`config.mk`:
```
export PLATFORM = sky130hd
export DESIGN_NAME = postfix_boolean_evaluator_unit
export DESIGN_NICKNAME = d
export VERILOG_FILES = /design/src/sv/pbe_pkg.sv /design/src/sv/pbe_ram.sv /design/src/sv/pbe_datapath.sv /design/src/sv/pbe_ctrl.sv /design/src/sv/postfix_boolean_evaluator_unit.sv
export VERILOG_INCLUDE_DIRS = /design/src /design/src/sv
export SDC_FILE = /design/constraint.sdc
export NUM_CORES = 1
export LEC_CHECK = 0
export BUFFER_PORTS_ARGS = -buffer_cell sky130_fd_sc_hd__buf_2
export CAP_MARGIN = 20
export CORE_UTILIZATION = 35
export DETAILED_ROUTE_END_ITERATION = 8
export HOLD_SLACK_MARGIN = 0.05
export PLACE_DENSITY = 0.53
export SYNTH_ARGS = -nofsm -noshare
export SYNTH_HDL_FRONTEND = slang
export SYNTH_SLANG_ARGS = --single-unit
```
`constraint.sdc`:
```
create_clock -name aclk -period 15.95 [get_ports aclk]
set_clock_uncertainty 0.15 [all_clocks]
set_input_delay 1.595 -clock aclk [delete_from_list [all_inputs] [get_ports aclk]]
set_output_delay 1.595 -clock aclk [all_outputs]
set_load 0.02 [all_outputs]
```
`src/sv/postfix_boolean_evaluator_unit_defines.svh`:
```
// Assertion macros shared by the evaluator RTL.
// Define NO_ASSERTIONS to compile every assertion away.
`ifndef POSTFIX_BOOLEAN_EVALUATOR_UNIT_DEFINES_SVH
`define POSTFIX_BOOLEAN_EVALUATOR_UNIT_DEFINES_SVH

`ifndef NO_ASSERTIONS
`define PBE_ASSERT(label, clk, rstn, prop, msg) \
    label: assert property (@(posedge clk) disable iff (!rstn) prop) else $error(msg);
`define PBE_NEVER(label, clk, rstn, expr, msg) \
    label: assert property (@(posedge clk) disable iff (!rstn) !(expr)) else $error(msg);
`else
`define PBE_ASSERT(label, clk, rstn, prop, msg)
`define PBE_NEVER(label, clk, rstn, expr, msg)
`endif

`endif

```
`src/sv/pbe_pkg.sv`:
```
`default_nettype none

package pbe_pkg;

    localparam int PROGRAM_DEPTH_DEF = 64;
    localparam int LEAF_COUNT_DEF    = 64;

    localparam int TOKEN_W      = 7;
    localparam int WORD_INDEX_W = 6;
    localparam int LEAF_W       = 64;
    localparam int PROG_LEN_W   = 7;
    localparam int DEPTH_W      = 7;
    localparam int STACK_SLOTS  = 64;
    localparam int S_TDATA_W    = 80;
    localparam int M_TDATA_W    = 8;

    localparam logic [PROG_LEN_W-1:0] PROG_LEN_RESET = 7'd1;

    localparam logic ACTION_LOAD = 1'b0;
    localparam logic ACTION_EVAL = 1'b1;

    localparam logic [TOKEN_W-1:0] TOKEN_AND = 7'd64;
    localparam logic [TOKEN_W-1:0] TOKEN_OR  = 7'd65;
    localparam logic [TOKEN_W-1:0] TOKEN_NOT = 7'd66;

    localparam logic [DEPTH_W-1:0] STACK_FULL = 7'd64;

    typedef enum logic [2:0] {
        ST_IDLE = 3'b001,
        ST_RUN  = 3'b010,
        ST_DONE = 3'b100
    } pbe_state_t;

    typedef struct packed {
        logic prog_wr;      // write the incoming token into the program store
        logic prog_rd;      // read one program entry
        logic start;        // clear the stack and capture the leaf values
        logic exec;         // execute the token on the store read data
        logic result_load;  // capture match and error into the output register
    } pbe_cmd_t;

endpackage

`default_nettype wire

```
`src/sv/pbe_ram.sv`:
```
`default_nettype none

module pbe_ram #(
    parameter int WIDTH = 8,
    parameter int DEPTH = 64,
    localparam int ADDR_W = (DEPTH > 1) ? $clog2(DEPTH) : 1
) (
    input  wire logic              aclk,
    input  wire logic              wr_en,
    input  wire logic [ADDR_W-1:0] wr_addr,
    input  wire logic [WIDTH-1:0]  wr_data,
    input  wire logic              rd_en,
    input  wire logic [ADDR_W-1:0] rd_addr,
    output logic      [WIDTH-1:0]  rd_data
);

    logic [WIDTH-1:0] mem [DEPTH];

    always_ff @(posedge aclk) begin
        if (wr_en) begin
            mem[wr_addr] <= wr_data;
        end
        if (rd_en) begin
            rd_data <= mem[rd_addr];
        end
    end

endmodule

`default_nettype wire

```
`src/sv/pbe_datapath.sv`:
```
`default_nettype none
`include "postfix_boolean_evaluator_unit_defines.svh"

module pbe_datapath #(
    parameter int PROGRAM_DEPTH = pbe_pkg::PROGRAM_DEPTH_DEF,
    parameter int LEAF_COUNT    = pbe_pkg::LEAF_COUNT_DEF,
    localparam int ADDR_W = (PROGRAM_DEPTH > 1) ? $clog2(PROGRAM_DEPTH) : 1
) (
    input  wire logic                         aclk,
    input  wire logic                         aresetn,
    input  wire pbe_pkg::pbe_cmd_t            cmd,
    input  wire logic [ADDR_W-1:0]            wr_addr,
    input  wire logic [ADDR_W-1:0]            rd_addr,
    input  wire logic [pbe_pkg::TOKEN_W-1:0]  s_token,
    input  wire logic [pbe_pkg::LEAF_W-1:0]   s_leaf_values,
    output logic                              match,
    output logic                              error
);

    import pbe_pkg::*;

    localparam int LEAF_IDX_W = (LEAF_COUNT > 1) ? $clog2(LEAF_COUNT) : 1;

    logic [TOKEN_W-1:0]     tok;
    logic [LEAF_COUNT-1:0]  leaves_reg, leaves_next;
    logic [STACK_SLOTS-1:0] stack_reg, stack_next;
    logic [DEPTH_W-1:0]     depth_reg, depth_next;
    logic                   fault_reg, fault_next;
    logic                   match_reg, error_reg;
    logic                   top_bit, second_bit, leaf_bit, logic_bit;
    logic                   is_leaf;

    pbe_ram #(
        .WIDTH(TOKEN_W),
        .DEPTH(PROGRAM_DEPTH)
    ) u_prog_store (
        .aclk    (aclk),
        .wr_en   (cmd.prog_wr),
        .wr_addr (wr_addr),
        .wr_data (s_token),
        .rd_en   (cmd.prog_rd),
        .rd_addr (rd_addr),
        .rd_data (tok)
    );

    // Bit 0 of the stack register is the top; a push shifts toward the bottom.
    assign top_bit    = (depth_reg != '0) ? stack_reg[0] : 1'b0;
    assign second_bit = (depth_reg >= DEPTH_W'(2)) ? stack_reg[1] : 1'b0;
    assign is_leaf    = tok < TOKEN_AND;
    assign leaf_bit   = (tok < TOKEN_W'(LEAF_COUNT)) ? leaves_reg[tok[LEAF_IDX_W-1:0]] : 1'b0;
    assign logic_bit  = (tok == TOKEN_AND) ? (top_bit & second_bit) : (top_bit | second_bit);

    always_comb begin
        leaves_next = leaves_reg;
        stack_next  = stack_reg;
        depth_next  = depth_reg;
        fault_next  = fault_reg;
        if (cmd.start) begin
            leaves_next = s_leaf_values[LEAF_COUNT-1:0];
            depth_next  = '0;
            fault_next  = 1'b0;
        end else if (cmd.exec) begin
            priority if (tok == TOKEN_NOT) begin
                stack_next[0] = ~top_bit;
                if (depth_reg == '0) begin
                    depth_next = DEPTH_W'(1);
                    fault_next = 1'b1;
                end
            end else if (tok == TOKEN_AND || tok == TOKEN_OR) begin
                if (depth_reg >= DEPTH_W'(2)) begin
                    stack_next = {1'b0, stack_reg[STACK_SLOTS-1:2], logic_bit};
                    depth_next = depth_reg - DEPTH_W'(1);
                end else begin
                    // Underflow: missing operands read as zero and the result is pushed.
                    stack_next[0] = logic_bit;
                    depth_next    = DEPTH_W'(1);
                    fault_next    = 1'b1;
                end
            end else if (is_leaf) begin
                if (depth_reg >= STACK_FULL) begin
                    fault_next = 1'b1;
                end else begin
                    stack_next = {stack_reg[STACK_SLOTS-2:0], leaf_bit};
                    depth_next = depth_reg + DEPTH_W'(1);
                end
            end else begin
                // Unknown opcodes leave the stack alone.
                stack_next = stack_reg;
            end
        end
    end

    always_ff @(posedge aclk) begin
        if (!aresetn) begin
            depth_reg <= '0;
            fault_reg <= 1'b0;
        end else begin
            depth_reg <= depth_next;
            fault_reg <= fault_next;
        end
    end

    always_ff @(posedge aclk) begin
        leaves_reg <= leaves_next;
        stack_reg  <= stack_next;
        if (cmd.result_load) begin
            match_reg <= top_bit;
            error_reg <= fault_reg | (depth_reg == '0);
        end
    end

    assign match = match_reg;
    assign error = error_reg;

    `PBE_NEVER(a_depth_bound, aclk, aresetn, depth_reg > STACK_FULL, "stack depth beyond capacity")
    `PBE_ASSERT(a_start_clears, aclk, aresetn, cmd.start |=> (depth_reg == '0 && !fault_reg), "evaluation did not start from an empty stack")
    `PBE_ASSERT(a_leaf_push, aclk, aresetn, (cmd.exec && is_leaf && depth_reg < STACK_FULL) |=> (depth_reg == $past(depth_reg) + DEPTH_W'(1)), "leaf push did not grow the stack")

endmodule

`default_nettype wire

```
`src/sv/pbe_ctrl.sv`:
```
`default_nettype none
`include "postfix_boolean_evaluator_unit_defines.svh"

module pbe_ctrl #(
    parameter int PROGRAM_DEPTH = pbe_pkg::PROGRAM_DEPTH_DEF,
    localparam int ADDR_W = (PROGRAM_DEPTH > 1) ? $clog2(PROGRAM_DEPTH) : 1
) (
    input  wire logic                              aclk,
    input  wire logic                              aresetn,
    input  wire logic                              cfg_wr_en,
    input  wire logic [pbe_pkg::PROG_LEN_W-1:0]    cfg_wr_data,
    input  wire logic                              s_tvalid,
    input  wire logic                              s_action,
    input  wire logic [pbe_pkg::WORD_INDEX_W-1:0]  s_word_index,
    output logic                                   s_tready,
    input  wire logic                              m_tready,
    output logic                                   m_tvalid,
    output pbe_pkg::pbe_cmd_t                      cmd,
    output logic      [ADDR_W-1:0]                 wr_addr,
    output logic      [ADDR_W-1:0]                 rd_addr
);

    import pbe_pkg::*;

    localparam int CNT_W = $clog2(PROGRAM_DEPTH + 1);

    pbe_state_t            state_reg, state_next;
    logic [PROG_LEN_W-1:0] prog_len_reg, prog_len_next;
    logic [CNT_W-1:0]      len_reg, len_next;
    logic [CNT_W-1:0]      fetch_cnt_reg, fetch_cnt_next;
    logic                  m_tvalid_reg, m_tvalid_next;
    logic [8:0]            prog_len_wide, len_wide, widx_wide;
    logic                  s_accept, out_free;

    assign s_tready      = (state_reg == ST_IDLE);
    assign s_accept      = s_tvalid && s_tready;
    assign out_free      = !m_tvalid_reg || m_tready;
    assign prog_len_wide = 9'(prog_len_reg);
    assign len_wide      = (prog_len_wide > 9'(PROGRAM_DEPTH)) ? 9'(PROGRAM_DEPTH) : prog_len_wide;
    assign widx_wide     = 9'(s_word_index);
    assign prog_len_next = cfg_wr_en ? cfg_wr_data : prog_len_reg;

    always_comb begin
        state_next     = state_reg;
        len_next       = len_reg;
        fetch_cnt_next = fetch_cnt_reg;
        m_tvalid_next  = m_tvalid_reg && !m_tready;
        cmd            = '0;
        wr_addr        = widx_wide[ADDR_W-1:0];
        rd_addr        = fetch_cnt_reg[ADDR_W-1:0];
        unique case (state_reg)
            ST_IDLE: begin
                if (s_accept && s_action == ACTION_LOAD && widx_wide < 9'(PROGRAM_DEPTH)) begin
                    cmd.prog_wr = 1'b1;
                end
                if (s_accept && s_action == ACTION_EVAL) begin
                    cmd.start      = 1'b1;
                    len_next       = len_wide[CNT_W-1:0];
                    fetch_cnt_next = '0;
                    if (len_wide == 9'd0) begin
                        state_next = ST_DONE;
                    end else begin
                        cmd.prog_rd    = 1'b1;
                        rd_addr        = '0;
                        fetch_cnt_next = CNT_W'(1);
                        state_next     = ST_RUN;
                    end
                end
            end
            ST_RUN: begin
                // The token fetched last cycle executes while the next one is read.
                cmd.exec = 1'b1;
                if (fetch_cnt_reg == len_reg) begin
                    state_next = ST_DONE;
                end else begin
                    cmd.prog_rd    = 1'b1;
                    fetch_cnt_next = fetch_cnt_reg + CNT_W'(1);
                end
            end
            ST_DONE: begin
                if (out_free) begin
                    cmd.result_load = 1'b1;
                    m_tvalid_next   = 1'b1;
                    state_next      = ST_IDLE;
                end
            end
            default: begin
                state_next = ST_IDLE;
            end
        endcase
    end

    always_ff @(posedge aclk) begin
        if (!aresetn) begin
            state_reg     <= ST_IDLE;
            prog_len_reg  <= PROG_LEN_RESET;
            len_reg       <= '0;
            fetch_cnt_reg <= '0;
            m_tvalid_reg  <= 1'b0;
        end else begin
            state_reg     <= state_next;
            prog_len_reg  <= prog_len_next;
            len_reg       <= len_next;
            fetch_cnt_reg <= fetch_cnt_next;
            m_tvalid_reg  <= m_tvalid_next;
        end
    end

    assign m_tvalid = m_tvalid_reg;

    `PBE_NEVER(a_fetch_bound, aclk, aresetn, fetch_cnt_reg > len_reg, "fetch count passed program length")
    `PBE_ASSERT(a_no_overwrite, aclk, aresetn, cmd.result_load |-> (!m_tvalid_reg || m_tready), "result word overwritten before it was taken")
    `PBE_ASSERT(a_valid_from_done, aclk, aresetn, (m_tvalid_reg && !$past(m_tvalid_reg)) |-> $past(state_reg == ST_DONE), "result raised outside the finish step")

endmodule

`default_nettype wire

```
`src/sv/postfix_boolean_evaluator_unit.sv`:
```
// Load word: accepted while idle, ready again on the next cycle.
// Evaluate word: L = min(program_length, PROGRAM_DEPTH); the L tokens run in ST_RUN, then
// the result word is raised from ST_DONE, later while an earlier result still waits on m_tready.
// s_tready returns with the result, so no new evaluate word is taken while one is in flight.
// Evaluation walks one token per cycle, set by the single read port of the program store.
// Reset (aresetn low, synchronous): idle, no result pending, program_length = 1.
`default_nettype none

module postfix_boolean_evaluator_unit #(
    parameter int PROGRAM_DEPTH = pbe_pkg::PROGRAM_DEPTH_DEF,
    parameter int LEAF_COUNT    = pbe_pkg::LEAF_COUNT_DEF
) (
    input  wire logic                             aclk,
    input  wire logic                             aresetn,
    input  wire logic                             cfg_wr_en,
    input  wire logic [pbe_pkg::PROG_LEN_W-1:0]   cfg_wr_data,
    input  wire logic                             s_tvalid,
    output logic                                  s_tready,
    // s_tdata: word_index[5:0], token[12:6], leaf_values[76:13], zero fill[79:77]
    input  wire logic [pbe_pkg::S_TDATA_W-1:0]    s_tdata,
    // s_tuser: action[0]
    input  wire logic                             s_tuser,
    output logic                                  m_tvalid,
    input  wire logic                             m_tready,
    // m_tdata: match[0], error[1], zero fill[7:2]
    output logic      [pbe_pkg::M_TDATA_W-1:0]    m_tdata
);

    import pbe_pkg::*;

    localparam int ADDR_W = (PROGRAM_DEPTH > 1) ? $clog2(PROGRAM_DEPTH) : 1;

    pbe_cmd_t          cmd;
    logic [ADDR_W-1:0] wr_addr, rd_addr;
    logic              match, error;

    pbe_ctrl #(
        .PROGRAM_DEPTH(PROGRAM_DEPTH)
    ) u_ctrl (
        .aclk         (aclk),
        .aresetn      (aresetn),
        .cfg_wr_en    (cfg_wr_en),
        .cfg_wr_data  (cfg_wr_data),
        .s_tvalid     (s_tvalid),
        .s_action     (s_tuser),
        .s_word_index (s_tdata[WORD_INDEX_W-1:0]),
        .s_tready     (s_tready),
        .m_tready     (m_tready),
        .m_tvalid     (m_tvalid),
        .cmd          (cmd),
        .wr_addr      (wr_addr),
        .rd_addr      (rd_addr)
    );

    pbe_datapath #(
        .PROGRAM_DEPTH(PROGRAM_DEPTH),
        .LEAF_COUNT   (LEAF_COUNT)
    ) u_datapath (
        .aclk          (aclk),
        .aresetn       (aresetn),
        .cmd           (cmd),
        .wr_addr       (wr_addr),
        .rd_addr       (rd_addr),
        .s_token       (s_tdata[WORD_INDEX_W +: TOKEN_W]),
        .s_leaf_values (s_tdata[WORD_INDEX_W + TOKEN_W +: LEAF_W]),
        .match         (match),
        .error         (error)
    );

    assign m_tdata = {{(M_TDATA_W - 2){1'b0}}, error, match};

endmodule

`default_nettype wire

```
Word-level counts from Yosys, hierarchy flattened. Memory sizes are Yosys's and may differ from the RTL's. A register that Yosys moved wholly into a read port is not among the register bits. Index checks and enable logic that the tools add are counted.

Bits in registers: 163. Bits in writable memories: 448. Input port bits: 93. Output and inout bits: 10. Word-level logic and storage cells: 119. Memories: 1.

Memories: u_datapath.u_prog_store.mem (depth 64, width 7, rd ports 1, clocked after memory_dff 1, wr ports 1, line pbe_ram.sv:17) `logic [WIDTH-1:0] mem [DEPTH];`.

Add/subtract/negate cells: 3. Magnitude comparators: 6. Eq/ne operators: 16. Muxes and demuxes: 49. Bitwise operators: 8. Reductions and logical operators: 24.

Operator list (count): $mux 64 (3); $mux 63 (1); $mux 7 (9); $mux 1 (24); $eq 7x7->1 const B (3); $mux 6 (3); $add 7x1->7 const B (2); $lt 6x7->1 const B (2); $pmux 7 s2 (1); $mux 3 (4); $logic_not 9->1 (1); $pmux 3 s3 (1); $ne 2x2->1 const B (4); $reduce_and 4->1 (2); $eq 7x7->1 (1); $ge 7x2->1 const B (1); $ge 7x7->1 const B (1); $gt 7x7->1 const B (1); $logic_not 7->1 (1); $lt 7x7->1 const B (1); $reduce_bool 7->1 (1); $sub 7x1->7 const B (1); $bmux 1 s6 (1); $ne 2x1->1 const B (3); other kinds (20) (34).

Longest topological paths before layout.
Word-level depth: 8. Gate-level depth with buffers: 10. Mapped depth without buffers: 7.

Modules after synthesis. From an unflattened synthesis, not the netlist that was laid out.

Cell total of the unflattened synthesis: 1450. Area total of the unflattened synthesis: 25056.5 µm².

By module, submodules not included: pbe_ram (instances 1, cells an instance 827, area an instance 17705.7 µm², sequential area each 13663.1 µm²); pbe_datapath (instances 1, cells an instance 469, area an instance 5984.5 µm², sequential area each 4063.9 µm²); pbe_ctrl (instances 1, cells an instance 145, area an instance 1302.5 µm², sequential area each 500.5 µm²); postfix_boolean_evaluator_unit (instances 1, cells an instance 9, area an instance 63.8 µm², sequential area each 0.0 µm²).

Worst setup path before layout. No wires, ideal clock.

Kind: reg-to-reg. Start point: register u_datapath.u_prog_store.rd_data[2], read port of u_datapath.u_prog_store.mem. End point: register u_datapath.stack_reg[10], enable pin. Library setup time: 0.561 ns. Arrival: 5.855 ns. Data required time: 15.239 ns. Slack: 9.383 ns. Cell stages (with the launch flop): 7. Buffers on the path: 1. Period minus slack after synthesis: 6.567 ns. Cell sequence: edfxtp_1 > or3_1 > clkbuf_1 > nor2_1 > and2_1 > nor2_1 > nor3_1.

Longest elaborated chain between the ends: 4. Elaborated cells on any way between the ends: 10.

Ends and longest elaborated chain: from (decl) (line pbe_ram.sv:14) `output logic [WIDTH-1:0] rd_data`; branches (longest 3 deep; another with $lt 7x7->1); $reduce_and 6->1 (no line) (*); to (signal assigned) (line pbe_datapath.sv:105) `stack_reg <= stack_next;`; to (decl) (line pbe_datapath.sv:26) `logic [STACK_SLOTS-1:0] stack_reg, stack_next;`.

Every way passes the cells marked *. A chain may end at the register's enable or synchronous reset.

Worst setup path in the final report.
Start point: register u_ctrl.fetch_cnt_reg[0]. End point: register u_datapath.u_prog_store.rd_data[5], read port of u_datapath.u_prog_store.mem (data pin).

Longest elaborated chain between the ends: 3. Elaborated cells on any way between the ends: 6.

Ends and longest elaborated chain: from (decl) (line pbe_ctrl.sv:30) `logic [CNT_W-1:0] fetch_cnt_reg, fetch_cnt_next;`; from (signal assigned) (line pbe_ctrl.sv:104) `fetch_cnt_reg <= fetch_cnt_next;`; $eq 7x7->1 / $mux 6 (equally long branches) (line pbe_ctrl.sv:73, pbe_ctrl.sv:60); $mux 1 / $mux 6 (equally long branches) (line pbe_ctrl.sv:73, pbe_ctrl.sv:56); $pmux 1 s2 / $mux 6 (equally long branches) (line pbe_ctrl.sv:51) `unique case (state_reg)`.

Several ways; a longest one is shown, not always the timed one.

==> flow_summary.yaml <==
route:
  drc_errors: 0
  dr_total_vias: 14731
  drtAntennaViolNets: 0
  drt-total-wl_um: 62200
  wire_per_inst_um: 22.4
  dr.pass1.iters: 5
  vias_per_cell: 5.31
  drt_iter0_drc: 1378
placement:
  place_inst: 2657
  place_ws_ps: 11070
  dp_hpwl_um: 37400
  place_congestion: 0.886
  port_buffers: 93
sta:
  final-setup-viol-count: 0
  relSlewSlack_pct: 26.8
  setup_ws_ps: 11220
  hold_violations: 0
  post-route-min-period_ps: 4730
  fin_crit_sh_pct: 29.7
  worst_pin_slew_ps: 1070
  slew_viol_final: 0
  fin_tns_setup_ps: 0
  grt_setup_unrepaired: "no"
  fmax_mhz: 211
floorplanning:
  die_area_um2: 73700
  core-area_um2: 71600
  die_y_um: 271
  rows: 98
  die_x_um: 271
  start_util_pct: 35.5
  ios: 103
pwr:
  pwr-share-seq_pct: 52.7
  p_total_mw: 3.41
  combPwrFrac_pct: 4.1
  p_int_mw: 2.69
  powerDensity_nw_per_um2: 118
  p_leak_nw: 9.32
  clockPowerShare_pct: 43.2
  sw_frac_of_total_pct: 21.2
  p_switching_mw: 0.724
  ir_worst_vdd_mv: 0.0734
cells_and_area:
  nNetsFinal: 1876
  antennaDiodeCount: 0
  syn_to_final_growth_pct: 13.5
  final_cells: 2776
  fillers: 6633
  largest_reg_flops: 448
  drive_gt1_share_pct: 17.6
  post-route-util_pct: 40.3
clocking:
  cts_tree: "done"
  post_cts_resized: 0
  cts_max_path_buffers: 3
  holdBufCountCts: 0
  clk_pin_slew_worst_paths_ps: 60
  cts_root_buffer: "clkbuf_16"
  clk_latency_ps: 610
  cts_sinks: 618
  cts_max_level: 3
  cts_setup_buffers: 0
  cts_made_buffers: 68
synth:
  synth-simple-area-share_pct: 9.32
  netlist_instances: 1698
  ys_types: 66
  synth_area_um2: 25400
  synth-edff-count: 585
  seq_area_frac_synth_pct: 71.7
  synthMuxAreaShare_pct: 9.52
  ys.warnings.count: 0
  synth-compound-area-share_pct: 6.72
  synth_xor_area_share_pct: 0.379
  ys_ff_latch: 618
  synth-adder-area-share_pct: 0.246
  synth_top_family_by_area: "multiplexers"
  ys.flop_type: "edfxtp_1"
  syn_area_per_cell_um2: 15.0
  ys_async_sr_fraction_pct: 0
grt:
  grt_pass1_vias: 14823
  track_usage_pct: 16.7
  antenna_found_initial: 1
  grt_max_degree: 75
  gr-total-overflow: 0
  grt_pass1_wl_um: 93300
setup_path:
  r2r_setup_slack_ps: 11220
  critPathMaxFanout: 71
  critPathKind: "reg2reg"
  arrival_ps: 4880
  required_ps: 16090
  cp-start-kind: "flop"
  end_kind: "flop"
hold_path:
  hp-class: "reg2reg"
run_status:
  outcome: "completed"
flow_run:
  cap_violations: 0
## final timing paths
check	start	to	cells after the start
setup / recovery	u_ctrl.fetch_cnt_reg[0]	u_datapath.u_prog_store.rd_data[5]	7
hold reg to reg	u_datapath.fault_reg	u_datapath.fault_reg	2
setup reg to reg	u_ctrl.fetch_cnt_reg[0]	u_datapath.u_prog_store.rd_data[5]	7
hold / removal	u_datapath.fault_reg	u_datapath.fault_reg	2
## Yosys cell counts (all sizes together) (4+ instances only)
library cell / n / area [um^2]
a21oi: 40 / 200
a221oi: 16 / 140
nand3b: 10 / 75.1
buf: 57 / 282
o221a: 7 / 78.8
mux4: 66 / 1490
nor4: 13 / 81.3
nand3: 15 / 75.1
nor3: 16 / 80.1
xor2: 8 / 70.1
and2: 9 / 56.3
dfxtp: 33 / 661
o31ai: 4 / 30.0
inv: 9 / 33.8
edfxtp: 585 / 17600
nand2b: 10 / 62.6
o311a: 10 / 100
o21ai: 43 / 215
a211oi: 7 / 52.6
a2111oi: 13 / 114
o221ai: 15 / 138
o211ai: 10 / 80.1
o22ai: 21 / 131
nor2b: 31 / 194
nand4: 5 / 31.3
a31oi: 22 / 138
mux2: 26 / 293
nand2: 281 / 1050
nor2: 127 / 479
mux2i: 64 / 641
clkbuf: 54 / 204
ha: 5 / 62.6
o21a: 4 / 30.0
nor3b: 5 / 42.5
a21boi: 15 / 113
or3: 9 / 56.3
## through the flow
stage,hold slack [ps],instance area [um^2]
floorplan,278,25400
global placement,297,26800
detailed placement,309,26800
CTS,324,28800
global route,354,28900
finish,316,28900
## routing by layer
metal / share of wire (%) / GRT usage, % / vias up
met5: 0.021 / 0 / -
met4: 2.4 / 4.98 / 2
met3: 5.8 / 2.84 / 89
met2: 46 / 26.2 / 492
met1: 46 / 23.8 / 7487
li1: - / - / 6661
## cell type report
cell class	count	area [um^2]	area share, %
timing repair buffer	116	638	2.21
inverter	11	41.3	0.143
tap	950	1190	4.12
multi-input combinational	963	6700	23.2
clock buffer	91	1830	6.34
sequential	618	18200	63.2
clock inverter	27	219	0.759
## cell families after synthesis
logic type | Yosys count
DFF | 618
and+or+nand+nor | 541
AOI/OAI and AO/OA | 244
buffers and inverters | 122
muxes | 156
adders and majority gates | 5
xor gates and xnor gates | 11
other | 1
## power groups by stage
stage,logic [mW],clock network [mW],registers (mW)
final,0.141,1.47,1.80
after global routing,0.153,1.56,1.80
after CTS,0.143,1.50,1.80
after detailed placement,0.142,0,1.83
after global placement,0.140,0,1.83
after floorplan,0.0813,0,1.83
## placed cells by master (no fill, tap or decap), types with 30 or more instances in the layout
master | synthesis | routed
clkbuf_16 | 0 | 69
nor2_1 | 126 | 125
buf_2 | 30 | 93
nand2_1 | 281 | 281
edfxtp_1 | 585 | 585
a21oi_1 | 40 | 40
nor2b_1 | 31 | 31
mux2i_1 | 64 | 64
o21ai_0 | 38 | 38
mux4_2 | 66 | 66
dfxtp_1 | 33 | 30
## critical path, cell delays in order, from the launching register on
cell	delay [ps]
dfxtp_4	720
buf_4	540
buf_4	860
nor2b_1	100
a2111oi_0	960
o21ai_0	470
a311oi_1	380
o22ai_1	210
No activity file was read; power rests on OpenSTA's default activity.
